===== src/rtl/lcdcap_pkg.sv =====
// ----------------------------------------------------------------------------
// lcdcap_pkg
// Types, constants and helpers for the LCD nibble bus text capture block.
// ----------------------------------------------------------------------------
package lcdcap_pkg;

  // Text store geometry.
  localparam int TEXT_ROWS    = 4;
  localparam int TEXT_COLUMNS = 40;
  localparam int TEXT_CELLS   = TEXT_ROWS * TEXT_COLUMNS;
  localparam int CELL_AW      = $clog2(TEXT_CELLS);

  localparam logic [7:0] SPACE_CHAR = 8'h20;
  localparam logic [5:0] LAST_COLUMN_LIMIT = 6'(TEXT_COLUMNS);

  // Display address map.
  localparam logic [6:0] ADDR_WRAP_START = 7'h68;
  localparam logic [6:0] ADDR_GAP_START  = 7'h28;
  localparam logic [6:0] ADDR_LINE2_BASE = 7'h40;
  localparam logic [5:0] FOLD_COLUMN     = 6'd20;
  localparam logic [2:0] ROWS_FOLDED     = 3'd4;

  // Controller command codes.
  localparam logic [7:0] CMD_CLEAR       = 8'h01;
  localparam logic [7:0] CMD_RETURN_HOME = 8'h02;
  localparam logic [7:0] CMD_HOME_MASK   = 8'hfe;
  localparam logic [7:0] CMD_SET_ADDRESS = 8'h80;

  // Operation codes.
  localparam logic OP_PIN_WRITE = 1'b0;
  localparam logic OP_READ_CELL = 1'b1;

  // Configuration register indexes.
  localparam logic CFG_DISPLAY_ROWS = 1'b0;
  localparam logic CFG_MAX_COLUMNS  = 1'b1;

  localparam logic [2:0] DISPLAY_ROWS_RESET = 3'd2;
  localparam logic [5:0] MAX_COLUMNS_RESET  = 6'd40;

  // One input item.
  typedef struct packed {
    logic       op;
    logic [7:0] pin_byte;
    logic [1:0] read_row;
    logic [5:0] read_column;
  } in_item_t;

  // One result item.
  typedef struct packed {
    logic [7:0] cell_char;
    logic       backlight_on;
    logic [5:0] columns_used;
    logic [6:0] ddram_address;
  } out_item_t;

  // Commands from the controller to the datapath.
  typedef struct packed {
    logic accept;
    logic execute;
  } dp_cmd_t;

  // Flat store index of a row and column: row * TEXT_COLUMNS + column.
  function automatic logic [CELL_AW-1:0] cell_index(input logic [1:0] row,
                                                    input logic [5:0] col);
    logic [CELL_AW-1:0] r;
    r = CELL_AW'(row);
    return CELL_AW'(r * CELL_AW'(TEXT_COLUMNS) + CELL_AW'(col));
  endfunction

endpackage


===== src/rtl/hd44780_nibble_bus_text_capture.sv =====
// ----------------------------------------------------------------------------
// hd44780_nibble_bus_text_capture
// Follows the pin bytes written to an LCD backpack expander, decodes them as
// a 4-bit character LCD controller would, and keeps the displayed text.
//
//   Channel  Direction  Handshake                  Payload
//   item     in         item_valid / item_stall    lcdcap_pkg::in_item_t
//   result   out        result_valid / result_stall lcdcap_pkg::out_item_t
//   cfg      in         cfg_write                  cfg_index, cfg_data
//
// The accept cycle reads the text store into its read register; the execute
// state then runs the item and loads the result register.
// A clear command runs the same way; it drops all cell valid bits.
// Reset clears the cell valid bits directly; no clearing pass runs over the store.
// A stalled result holds the item in execute until the result register frees.
// ----------------------------------------------------------------------------
module hd44780_nibble_bus_text_capture (
  input  logic                  clk,
  input  logic                  rst,
  input  logic                  item_valid,
  output logic                  item_stall,
  input  lcdcap_pkg::in_item_t  item,
  output logic                  result_valid,
  input  logic                  result_stall,
  output lcdcap_pkg::out_item_t result,
  input  logic                  cfg_write,
  input  logic                  cfg_index,
  input  logic [5:0]            cfg_data
);
  import lcdcap_pkg::*;

  dp_cmd_t cmd;

  // Sequencing and handshake.
  lcdcap_ctrl u_ctrl (
    .clk          (clk),
    .rst          (rst),
    .item_valid   (item_valid),
    .item_stall   (item_stall),
    .result_valid (result_valid),
    .result_stall (result_stall),
    .cmd          (cmd)
  );

  // Decode, text store and result register.
  lcdcap_dp u_dp (
    .clk       (clk),
    .rst       (rst),
    .cmd       (cmd),
    .item      (item),
    .cfg_write (cfg_write),
    .cfg_index (cfg_index),
    .cfg_data  (cfg_data),
    .result    (result)
  );

endmodule


===== src/rtl/lcdcap_dp.sv =====
// ----------------------------------------------------------------------------
// lcdcap_dp
// Datapath: configuration registers, nibble pairing, address counter, text
// store with per-cell valid bits, and the result register.
// ----------------------------------------------------------------------------
module lcdcap_dp (
  input  logic                 clk,
  input  logic                 rst,
  input  lcdcap_pkg::dp_cmd_t  cmd,
  input  lcdcap_pkg::in_item_t item,
  input  logic                 cfg_write,
  input  logic                 cfg_index,
  input  logic [5:0]           cfg_data,
  output lcdcap_pkg::out_item_t result
);
  import lcdcap_pkg::*;

  // Configuration.
  logic [2:0] display_rows;
  logic [5:0] max_columns;

  // Controller state.
  logic       register_select;
  logic [8:0] nibble_acc;
  logic [6:0] address_counter;
  logic [5:0] used_columns;
  logic       backlight;

  // Text store; a cell whose valid bit is clear reads as a space.
  logic [7:0]            text_mem [TEXT_CELLS];
  logic [TEXT_CELLS-1:0] cell_valid;

  // Captured item and registered read port.
  in_item_t   item_q;
  logic [7:0] rd_data;
  logic       rd_valid;
  logic       rd_in_range;

  // Read address from the incoming item.
  logic               rd_col_ok;
  logic [CELL_AW-1:0] rd_idx;

  // Byte decode.
  logic       take;
  logic       rs;
  logic [8:0] acc_base;
  logic [8:0] acc_join;
  logic       pair_done;
  logic [7:0] byte_val;
  logic       do_data;
  logic       do_cmd;

  // Data address mapping.
  logic [6:0]         addr_wrap;
  logic [6:0]         addr_map;
  logic [5:0]         col_raw;
  logic [1:0]         row_raw;
  logic               fold;
  logic [5:0]         col;
  logic [1:0]         row;
  logic               in_store;
  logic [CELL_AW-1:0] wr_idx;
  logic [6:0]         col_plus;
  logic [5:0]         used_cap;

  // Next state.
  logic       register_select_next;
  logic [8:0] nibble_acc_next;
  logic [6:0] address_counter_next;
  logic [5:0] used_columns_next;
  logic       backlight_next;
  logic       clear_store;
  logic       store_write;

  // Read address.
  always_comb begin
    rd_col_ok = (item.read_column < LAST_COLUMN_LIMIT);
    rd_idx    = rd_col_ok ? cell_index(item.read_row, item.read_column) : '0;
  end

  // Pin byte decode and nibble pairing.
  always_comb begin
    take      = (item_q.op == OP_PIN_WRITE) && item_q.pin_byte[2] && !item_q.pin_byte[1];
    rs        = item_q.pin_byte[0];
    acc_base  = (rs != register_select) ? 9'd1 : nibble_acc;
    acc_join  = {acc_base[4:0], item_q.pin_byte[7:4]};
    pair_done = acc_join[8];
    byte_val  = acc_join[7:0];
    do_data   = take && pair_done && rs;
    do_cmd    = take && pair_done && !rs;
  end

  // Data address wrap, row folding and used column tracking.
  always_comb begin
    addr_wrap = (address_counter >= ADDR_WRAP_START) ? 7'd0 : address_counter;
    addr_map  = (addr_wrap >= ADDR_GAP_START && addr_wrap < ADDR_LINE2_BASE) ?
                ADDR_LINE2_BASE : addr_wrap;
    col_raw   = addr_map[5:0];
    row_raw   = {1'b0, addr_map[6]};
    fold      = (display_rows == ROWS_FOLDED) && (col_raw >= FOLD_COLUMN);
    col       = fold ? (col_raw - FOLD_COLUMN) : col_raw;
    row       = fold ? (row_raw + 2'd2) : row_raw;
    in_store  = (col < LAST_COLUMN_LIMIT);
    wr_idx    = cell_index(row, col);
    col_plus  = {1'b0, col} + 7'd1;
    used_cap  = (col_plus > {1'b0, max_columns}) ? max_columns : col_plus[5:0];
  end

  // Next values of the controller state.
  always_comb begin
    register_select_next = register_select;
    nibble_acc_next      = nibble_acc;
    address_counter_next = address_counter;
    used_columns_next    = used_columns;
    backlight_next       = backlight;
    clear_store          = 1'b0;
    store_write          = 1'b0;
    if (take) begin
      backlight_next       = item_q.pin_byte[3];
      register_select_next = rs;
      nibble_acc_next      = pair_done ? 9'd1 : acc_join;
    end
    if (do_data) begin
      store_write          = in_store;
      address_counter_next = addr_map + 7'd1;
      if (col >= used_columns) begin
        used_columns_next = used_cap;
      end
    end
    if (do_cmd) begin
      if ((byte_val & CMD_SET_ADDRESS) != 8'h00) begin
        address_counter_next = byte_val[6:0];
      end else if (byte_val == CMD_CLEAR) begin
        clear_store          = 1'b1;
        address_counter_next = '0;
      end else if ((byte_val & CMD_HOME_MASK) == CMD_RETURN_HOME) begin
        address_counter_next = '0;
      end
    end
  end

  // Configuration registers.
  always_ff @(posedge clk) begin
    if (rst) begin
      display_rows <= DISPLAY_ROWS_RESET;
      max_columns  <= MAX_COLUMNS_RESET;
    end else if (cfg_write) begin
      case (cfg_index)
        CFG_DISPLAY_ROWS: display_rows <= cfg_data[2:0];
        CFG_MAX_COLUMNS:  max_columns  <= cfg_data;
        default:          ;
      endcase
    end
  end

  // Controller state and cell valid bits.
  always_ff @(posedge clk) begin
    if (rst) begin
      register_select <= 1'b0;
      nibble_acc      <= 9'd1;
      address_counter <= '0;
      used_columns    <= '0;
      backlight       <= 1'b0;
      cell_valid      <= '0;
    end else if (cmd.execute) begin
      register_select <= register_select_next;
      nibble_acc      <= nibble_acc_next;
      address_counter <= address_counter_next;
      used_columns    <= used_columns_next;
      backlight       <= backlight_next;
      if (clear_store) begin
        cell_valid <= '0;
      end else if (store_write) begin
        cell_valid[wr_idx] <= 1'b1;
      end
    end
  end

  // Text store write port.
  always_ff @(posedge clk) begin
    if (cmd.execute && store_write) begin
      text_mem[wr_idx] <= byte_val;
    end
  end

  // Item capture and registered read port.
  always_ff @(posedge clk) begin
    if (cmd.accept) begin
      item_q      <= item;
      rd_data     <= text_mem[rd_idx];
      rd_valid    <= cell_valid[rd_idx];
      rd_in_range <= rd_col_ok;
    end
  end

  // Result register.
  always_ff @(posedge clk) begin
    if (cmd.execute) begin
      if (item_q.op == OP_READ_CELL && rd_in_range) begin
        result.cell_char <= rd_valid ? rd_data : SPACE_CHAR;
      end else begin
        result.cell_char <= '0;
      end
      result.backlight_on  <= backlight_next;
      result.columns_used  <= used_columns_next;
      result.ddram_address <= address_counter_next;
    end
  end

endmodule


===== src/rtl/lcdcap_ctrl.sv =====
// ----------------------------------------------------------------------------
// lcdcap_ctrl
// Controller: sequences accept and execute for one item at a time and owns
// the handshake flags of both channels.
// ----------------------------------------------------------------------------
module lcdcap_ctrl (
  input  logic                clk,
  input  logic                rst,
  input  logic                item_valid,
  output logic                item_stall,
  output logic                result_valid,
  input  logic                result_stall,
  output lcdcap_pkg::dp_cmd_t cmd
);
  import lcdcap_pkg::*;

  typedef enum logic {
    ST_IDLE,
    ST_EXEC
  } state_t;

  state_t state;
  logic   out_free;

  // The result register may load when empty or when its transfer completes.
  always_comb begin
    out_free    = !result_valid || !result_stall;
    item_stall  = (state != ST_IDLE);
    cmd.accept  = (state == ST_IDLE) && item_valid;
    cmd.execute = (state == ST_EXEC) && out_free;
  end

  // State and result valid flag.
  always_ff @(posedge clk) begin
    if (rst) begin
      state        <= ST_IDLE;
      result_valid <= 1'b0;
    end else begin
      case (state)
        ST_IDLE: begin
          if (item_valid) begin
            state <= ST_EXEC;
          end
          if (!result_stall) begin
            result_valid <= 1'b0;
          end
        end
        ST_EXEC: begin
          if (out_free) begin
            state        <= ST_IDLE;
            result_valid <= 1'b1;
          end
        end
        default: begin
          state <= ST_IDLE;
        end
      endcase
    end
  end

endmodule


===== config.mk =====
export PLATFORM = sky130hd
export DESIGN_NAME = hd44780_nibble_bus_text_capture
export DESIGN_NICKNAME = d
export VERILOG_FILES = /design/src/rtl/lcdcap_pkg.sv /design/src/rtl/hd44780_nibble_bus_text_capture.sv /design/src/rtl/lcdcap_dp.sv /design/src/rtl/lcdcap_ctrl.sv
export SDC_FILE = /design/constraint.sdc
export NUM_CORES = 2
export LEC_CHECK = 0
export BUFFER_PORTS_ARGS = -buffer_cell sky130_fd_sc_hd__buf_2
export CORE_MARGIN = 5
export CORE_UTILIZATION = 55
export CTS_CLUSTER_DIAMETER = 30
export DETAILED_ROUTE_END_ITERATION = 6
export GPL_TIMING_DRIVEN = 0
export PLACE_DENSITY = 0.71
export SLEW_MARGIN = 20
export SYNTH_ARGS = -nofsm -noshare
export SYNTH_HDL_FRONTEND = slang
export SYNTH_SLANG_ARGS = --single-unit

===== constraint.sdc =====
create_clock -name clk -period 4.9 [get_ports clk]
set_input_delay 0.245 -clock clk [delete_from_list [all_inputs] [get_ports clk]]
set_output_delay 0.245 -clock clk [all_outputs]
set_load 0.05 [all_outputs]

## Word-level counts from Yosys, hierarchy flattened

Memories as Yosys holds them, arrays and structs flattened. A register that Yosys moved wholly into a read port is not among the register bits.
Index checks and enable logic that the tools add are counted.

- Register bits after elaboration: 224
- Latch bits: 0
- Memory bits (writable): 1280
- Bits in read-only memories: 0
- Input bits: 29
- Output and inout bits: 24
- Logic and storage cells: 108
- Memories: 1

- Add/subtract/negate cells: 6
- Multipliers: 2
- Divide/modulo/power cells: 0
- $lt $le $gt $ge: 11
- Equality and inequality tests: 6
- Shift-type cells: 0
- Mux-type cells: 35
- Bitwise gates (word level): 4
- Reductions and logical operators: 24

Memory list:

| memory | depth | width | read ports | clocked after memory_dff | wr ports | RTL line | text |
|---|---|---|---|---|---|---|---|
| u_dp.text_mem | 160 | 8 | 1 | 1 | 1 | lcdcap_dp.sv:30 | `logic [7:0] text_mem [TEXT_CELLS];` |

Operators with widths:

| cell | count |
|---|---|
| two-way mux 160 bit | 2 |
| bitwise OR 160 bit | 1 |
| two-way mux 7 bit | 7 |
| two-way mux 6 bit | 5 |
| < comparator 8 x 9 -> 1 bit (second input constant) | 2 |
| adder 8 x 6 -> 8 bit | 2 |
| two-way mux 1 bit | 13 |
| logical AND 1 bit | 12 |
| < comparator 6 bit (second input constant) | 2 |
| AND reduction 2 bit | 6 |
| multiplier 2 x 3 -> 5 bit (second input constant) | 2 |
| two-way mux 5 bit | 2 |
| binary-select mux 1 bit (select 8 bit) | 1 |
| demux 1 bit (select 8 bit) | 1 |
| == test 8 x 1 -> 1 bit (second input constant) | 1 |
| greater-or-equal comparator 8 x 1 -> 1 bit (second input constant) | 1 |
| two-way mux 8 bit | 1 |
| adder 6 x 1 -> 7 bit (second input constant) | 1 |
| adder 7 x 1 -> 7 bit (second input constant) | 1 |
| == test 7 x 1 -> 1 bit (second input constant) | 1 |
| greater-or-equal comparator 7 x 6 -> 1 bit (second input constant) | 1 |
| greater-or-equal comparator 7 bit (second input constant) | 1 |
| > comparator 7 x 6 -> 1 bit | 1 |
| < comparator 7 bit (second input constant) | 1 |
| other kinds (13) | 20 |

## Logic depth before layout (Yosys ltp)

- Word-level depth: 17
- Mapped depth: 20
- Gate-level depth less buffers: 18

## By module

Synthesis repeated with hierarchy kept, for this count alone.

- Cells, all modules: 4464
- Area, all modules: 61042.3 um2

Modules (own cells, without submodules):

| module | instances | cells each | area an instance (um2) | seq. area each (um2) |
|---|---|---|---|---|
| lcdcap_dp | 1 | 4455 | 60954.7 | 43451.7 |
| lcdcap_ctrl | 1 | 9 | 87.6 | 40.0 |

## Worst setup path before layout

Ideal clock, no wire load.

- Kind: register -> register
- Start: register u_dp.address_counter[3]
- End: register, netlist name u_dp.result[10]
- Setup time: 260 ps
- Data arrival time: 4263 ps
- Required time: 4640 ps
- Path slack: 377 ps
- Cell stages (with the launch flop): 18
- Path buffers: 1
- Clock period less this slack: 4523 ps
- Cells stage by stage: dfxtp_1 -> buf_2 -> o21ai_1 -> and2_1 -> inv_1 -> ha_1 -> nor4b_1 -> mux2i_1 -> inv_1 -> a2111oi_0 -> xor2_1 -> ha_1 -> nand3_1 -> a21oi_1 -> o21ai_0 -> o21ai_4 -> mux2_1 -> mux2_2

- Cells in the longest elaborated chain, start to end: 13
- Elaborated cells between the ends (all ways): 16
- Those cells by class: add/sub: 2; order compare: 6; mux: 6; reduce/logical: 2

RTL lines:

| element | RTL line | text |
|---|---|---|
| start: declaration | lcdcap_dp.sv:25 | `logic [6:0] address_counter;` |
| start signal: assignment | lcdcap_dp.sv:168 | `address_counter <= address_counter_next;` |
| greater-or-equal comparator 7 bit | lcdcap_dp.sv:95 | `addr_wrap = (address_counter >= ADDR_WRAP_START) ? 7'd0 : address_counter;` |
| two-way mux 7 bit * | lcdcap_dp.sv:95 |  |
| greater-or-equal comparator 7 x 6 -> 1 bit or < comparator 7 bit (tied branches) | lcdcap_dp.sv:96 | `addr_map = (addr_wrap >= ADDR_GAP_START && addr_wrap < ADDR_LINE2_BASE) ?` |
| logical AND 1 bit | lcdcap_dp.sv:96 |  |
| two-way mux 7 bit * | lcdcap_dp.sv:96 |  |
| greater-or-equal comparator 6 x 5 -> 1 bit | lcdcap_dp.sv:100 | `fold = (display_rows == ROWS_FOLDED) && (col_raw >= FOLD_COLUMN);` |
| logical AND 1 bit | lcdcap_dp.sv:100 |  |
| two-way mux 6 bit * | lcdcap_dp.sv:101 | `col = fold ? (col_raw - FOLD_COLUMN) : col_raw;` |
| adder 6 x 1 -> 7 bit | lcdcap_dp.sv:105 | `col_plus = {1'b0, col} + 7'd1;` |
| > comparator 7 x 6 -> 1 bit | lcdcap_dp.sv:106 | `used_cap = (col_plus > {1'b0, max_columns}) ? max_columns : col_plus[5:0];` |
| two-way mux 6 bit | lcdcap_dp.sv:106 |  |
| two-way mux 6 bit * | lcdcap_dp.sv:126 | `if (col >= used_columns) begin` |
| two-way mux 6 bit * | lcdcap_dp.sv:123 | `if (do_data) begin` |
| via u_dp.used_columns_next[3] | lcdcap_dp.sv:70 | `logic [5:0] used_columns_next;` |

Mark *: on every way through the listed nets, which the timed path passes. The rest lies on a longest branch.
A chain may end at the register's enable or synchronous reset.

## Worst setup path in the final report

- Start: input item[3] (netlist name)
- End: register u_dp.rd_data[6], read port of u_dp.text_mem (data pin)

- Cells in the longest elaborated chain, start to end: 2
- Elaborated cells between the ends (all ways): 3
- Those cells by class: add/sub: 1; order compare: 1; mux: 1

RTL lines:

| element | RTL line | text |
|---|---|---|
| start: declaration | hd44780_nibble_bus_text_capture.sv:22 | `input lcdcap_pkg::in_item_t item,` |
| adder 8 x 6 -> 8 bit or < comparator 6 bit (tied branches) | lcdcap_pkg.sv:67, lcdcap_dp.sv:77 |  |
| two-way mux 8 bit * | lcdcap_dp.sv:78 | `rd_idx = rd_col_ok ? cell_index(item.read_row, item.read_column) : '0;` |
| end: declaration | lcdcap_dp.sv:35 | `logic [7:0] rd_data;` |

Every way passes the cells marked *; elsewhere a longest branch is shown, timed or not.

==> results.tsv <==
metric	value	unit
overflow	0	
rsz0062_at_grt	yes	
grt_max_degree	119	
leakage	25.5	nW
wl_per_cell	35.2	µm
cts-root-buf	clkbuf_16	
startpoint_type	primary input	
dieHeight	346	µm
critical_path.max_fanout	11	
die_area	120000	µm²
dr.pass1.iters	7	
clk_pin_slew	0.05	ns
layout_setup_ws	-0.139	ns
synth_edf_count	1321	
finalSetupViolCount	3	
syn_area	62100	µm²
ir_drop	0.000395	V
arrival	5.59	ns
drive_gt1_share	22.9	%
die_x	346	µm
crit_type	in2reg	
final_nets	4975	
crit_required	5.45	ns
worstSkewPairLatency	0.90	ns
ant_nets	0	
synth-async-reset-ratio	0	%
yosysUniqueCellTypes	89	
seqCellArea	43500	µm²
worst_setup_path_end_kind	register	
cap_violations	0	
io_pins	53	
status	finished, violations left	
syn_area_per_cell	14.0	µm²
tightest_slew	1.40	ns
synth-main-ff-cell	edfxtp_1	
min_period_over_period	103	%
vias_per_cell	6.95	
synth_cells	4423	
ys_seq_area_share	70.0	%
placed_cells	6021	
dr.first_iter.drc_count	8300	
dpl.hpwl	152000	µm
grt_usage	37.6	%
cts_buffers	295	
violations	setup timing	
numPortBuffers	47	
yosys_warnings	0	
ys_ff_latch	1512	
post-place-ws	-1.18	ns
min_period	5.04	ns
syn_to_final_growth	25.7	%
fmax	0.198	GHz
multi_input_area	18500	µm²
syn-num-nets	4479	
finalWirelength	235000	µm
route.detailed.drc	0	
instances_no_fill	6656	
fillers	7178	
finalMaxSlewViolations	0	
power.density	469	nW/µm²
cts_tree	yes	
skew	0.0689	ns
slew_headroom	5.19	%
start_util	55.3	%
core	112000	µm²
clock_path_buffers	4	
rows	123	
antenna_found_initial	18	
place_congestion	1.08	
grt_pass1_vias	44112	
num_vias	46279	
grt_pass1_wl	320000	µm
clock-sinks	1512	
hold_viol_final	0	
hp-class	in2reg	
htreeDepth	5	
## layout by cell type (no fill, tap or decap), drive strengths merged, types with 31 or more instances in the layout
master,instances
bufinv,41
o21ai,149
buf,323
clkbuf,513
and3,43
a21boi,33
nand2,204
mux2,125
clkinvlp,32
mux2i,199
o221ai,57
o22ai,59
mux4,34
a21oi,266
dlygate4sd3,31
nor2b,103
dfxtp,191
inv,66
nor2,436
a31oi,149
clkinv,87
a211oi,142
nand3,68
edfxtp,1321
o311ai,84
## cell usage after synthesis (32+ instances only)
cell type     n  area share [%]
clkbuf_1    180             1.1
mux2_2      123             2.2
o221ai_1     57            0.80
edfxtp_1   1321              64
nand2_1     204             1.2
buf_1        40            0.24
a31oi_1     149             1.5
and3_1       43            0.43
nor2_1      436             2.6
mux4_2       34             1.2
nand3_1      68            0.55
a21oi_1     263             2.1
o311ai_0     83             1.2
o21ai_0     142             1.1
a21boi_0     32            0.39
mux2i_1     199             3.2
nor2b_1     103             1.0
dfxtp_1     191             6.2
o22ai_1      59            0.59
buf_2        99            0.80
inv_1        38            0.23
a211oi_1    142             1.7
## metrics by stage
stage | cell area, µm² | setup TNS, ns | utilization, % | hold WS (ns) | total power, mW
6_report | 78100 | -0.198 | 69.5 | 0.0968 | 36.7
4_1_cts | 77300 | -10.04 | 68.8 | 0.0544 | 36.3
3_3_place_gp | 64200 | -2863.70 | 57.2 | 0.422 | 16.5
3_5_place_dp | 65300 | -1128.71 | 58.2 | 0.423 | 16.5
2_1_floorplan | 62100 | 0 | - | 0.344 | 15.4
5_1_grt | 78100 | -5.18 | 69.5 | 0.106 | 37.2
## cell type report
cell class                      count  share of cell area (%)
Multi-Input combinational cell   2537                    23.7
Sequential cell                  1512                    55.7
Buffer                            332                    2.05
Clock buffer                      335                    9.80
Antenna cell                       13                  0.0416
Timing Repair Buffer              201                    3.31
Inverter                           40                   0.202
Clock inverter                    186                    2.80
Tap cell                         1500                    2.40
## critical path, cell delays in order
cell and delay (ns):
buf_2 0.12, ha_1 0.27, clkbuf_1 0.78, and2_0 0.79, buf_2 0.45, clkbuf_1 0.98, nand2_1 0.15, and3_1 0.26
o311ai_0 0.62, nand3_1 0.49, o311ai_1 0.42
## flip-flops by register name, indices dropped and copies added, names as in the netlist, 3 cells and up
register,flops
u_dp.acc_join,4
u_dp.item_q,5
u_dp.max_columns,6
u_dp.cell_valid,160
u_dp.text_mem,1280
u_dp.result,22
u_dp.address_counter,7
u_dp.nibble_acc,5
u_dp.used_columns,6
u_dp.display_rows,3
u_dp.rd_data,8
## cells by family after synthesis
family,Yosys count,share of synthesized area (%)
fa+ha+maj,27,0.568
compound gates,1155,12.6
xor+xnor,12,0.169
buf+inv,374,2.63
flops,1512,70.0
simple gates,985,7.37
mux,358,6.70
## routing by layer
metal | global-route usage (%) | vias to the layer above | wire [µm]
met5 | 0 | - | 72
met4 | 25.9 | 10 | 19500
met3 | 15.8 | 1092 | 37400
met2 | 52.7 | 4308 | 98200
met1 | 47.4 | 22479 | 79500
li1 | - | 18390 | -
## worst paths after layout
check	startpoint	endpoint	slack (ns)	cells after the start
hold reg to reg	u_dp.backlight	u_dp.backlight	0.46	2
setup reg to reg	u_dp.address_counter[3]	u_dp.text_mem[124][5]	0.07	14
hold / removal	item[12]	u_dp.acc_join[0]	0.1	2
setup / recovery	item[3]	u_dp.rd_data[6]	-0.14	11
## power by group
group,leakage (nW),switching [mW],internal (mW)
combinational,8.01,1.93,0.630
clock,4.74,6.73,13.4
sequential,12.7,0.0236,14.0
## repair_timing
action                                   CTS  global route
hold buffers                              31             0
pin swaps                                 26            31
endpoints found under the hold margin     33             0
buffers inserted                          36            36
endpoints found under the setup margin  1357          1369
gates resized for setup                  352            59
Power figures use the tool's default switching activity.
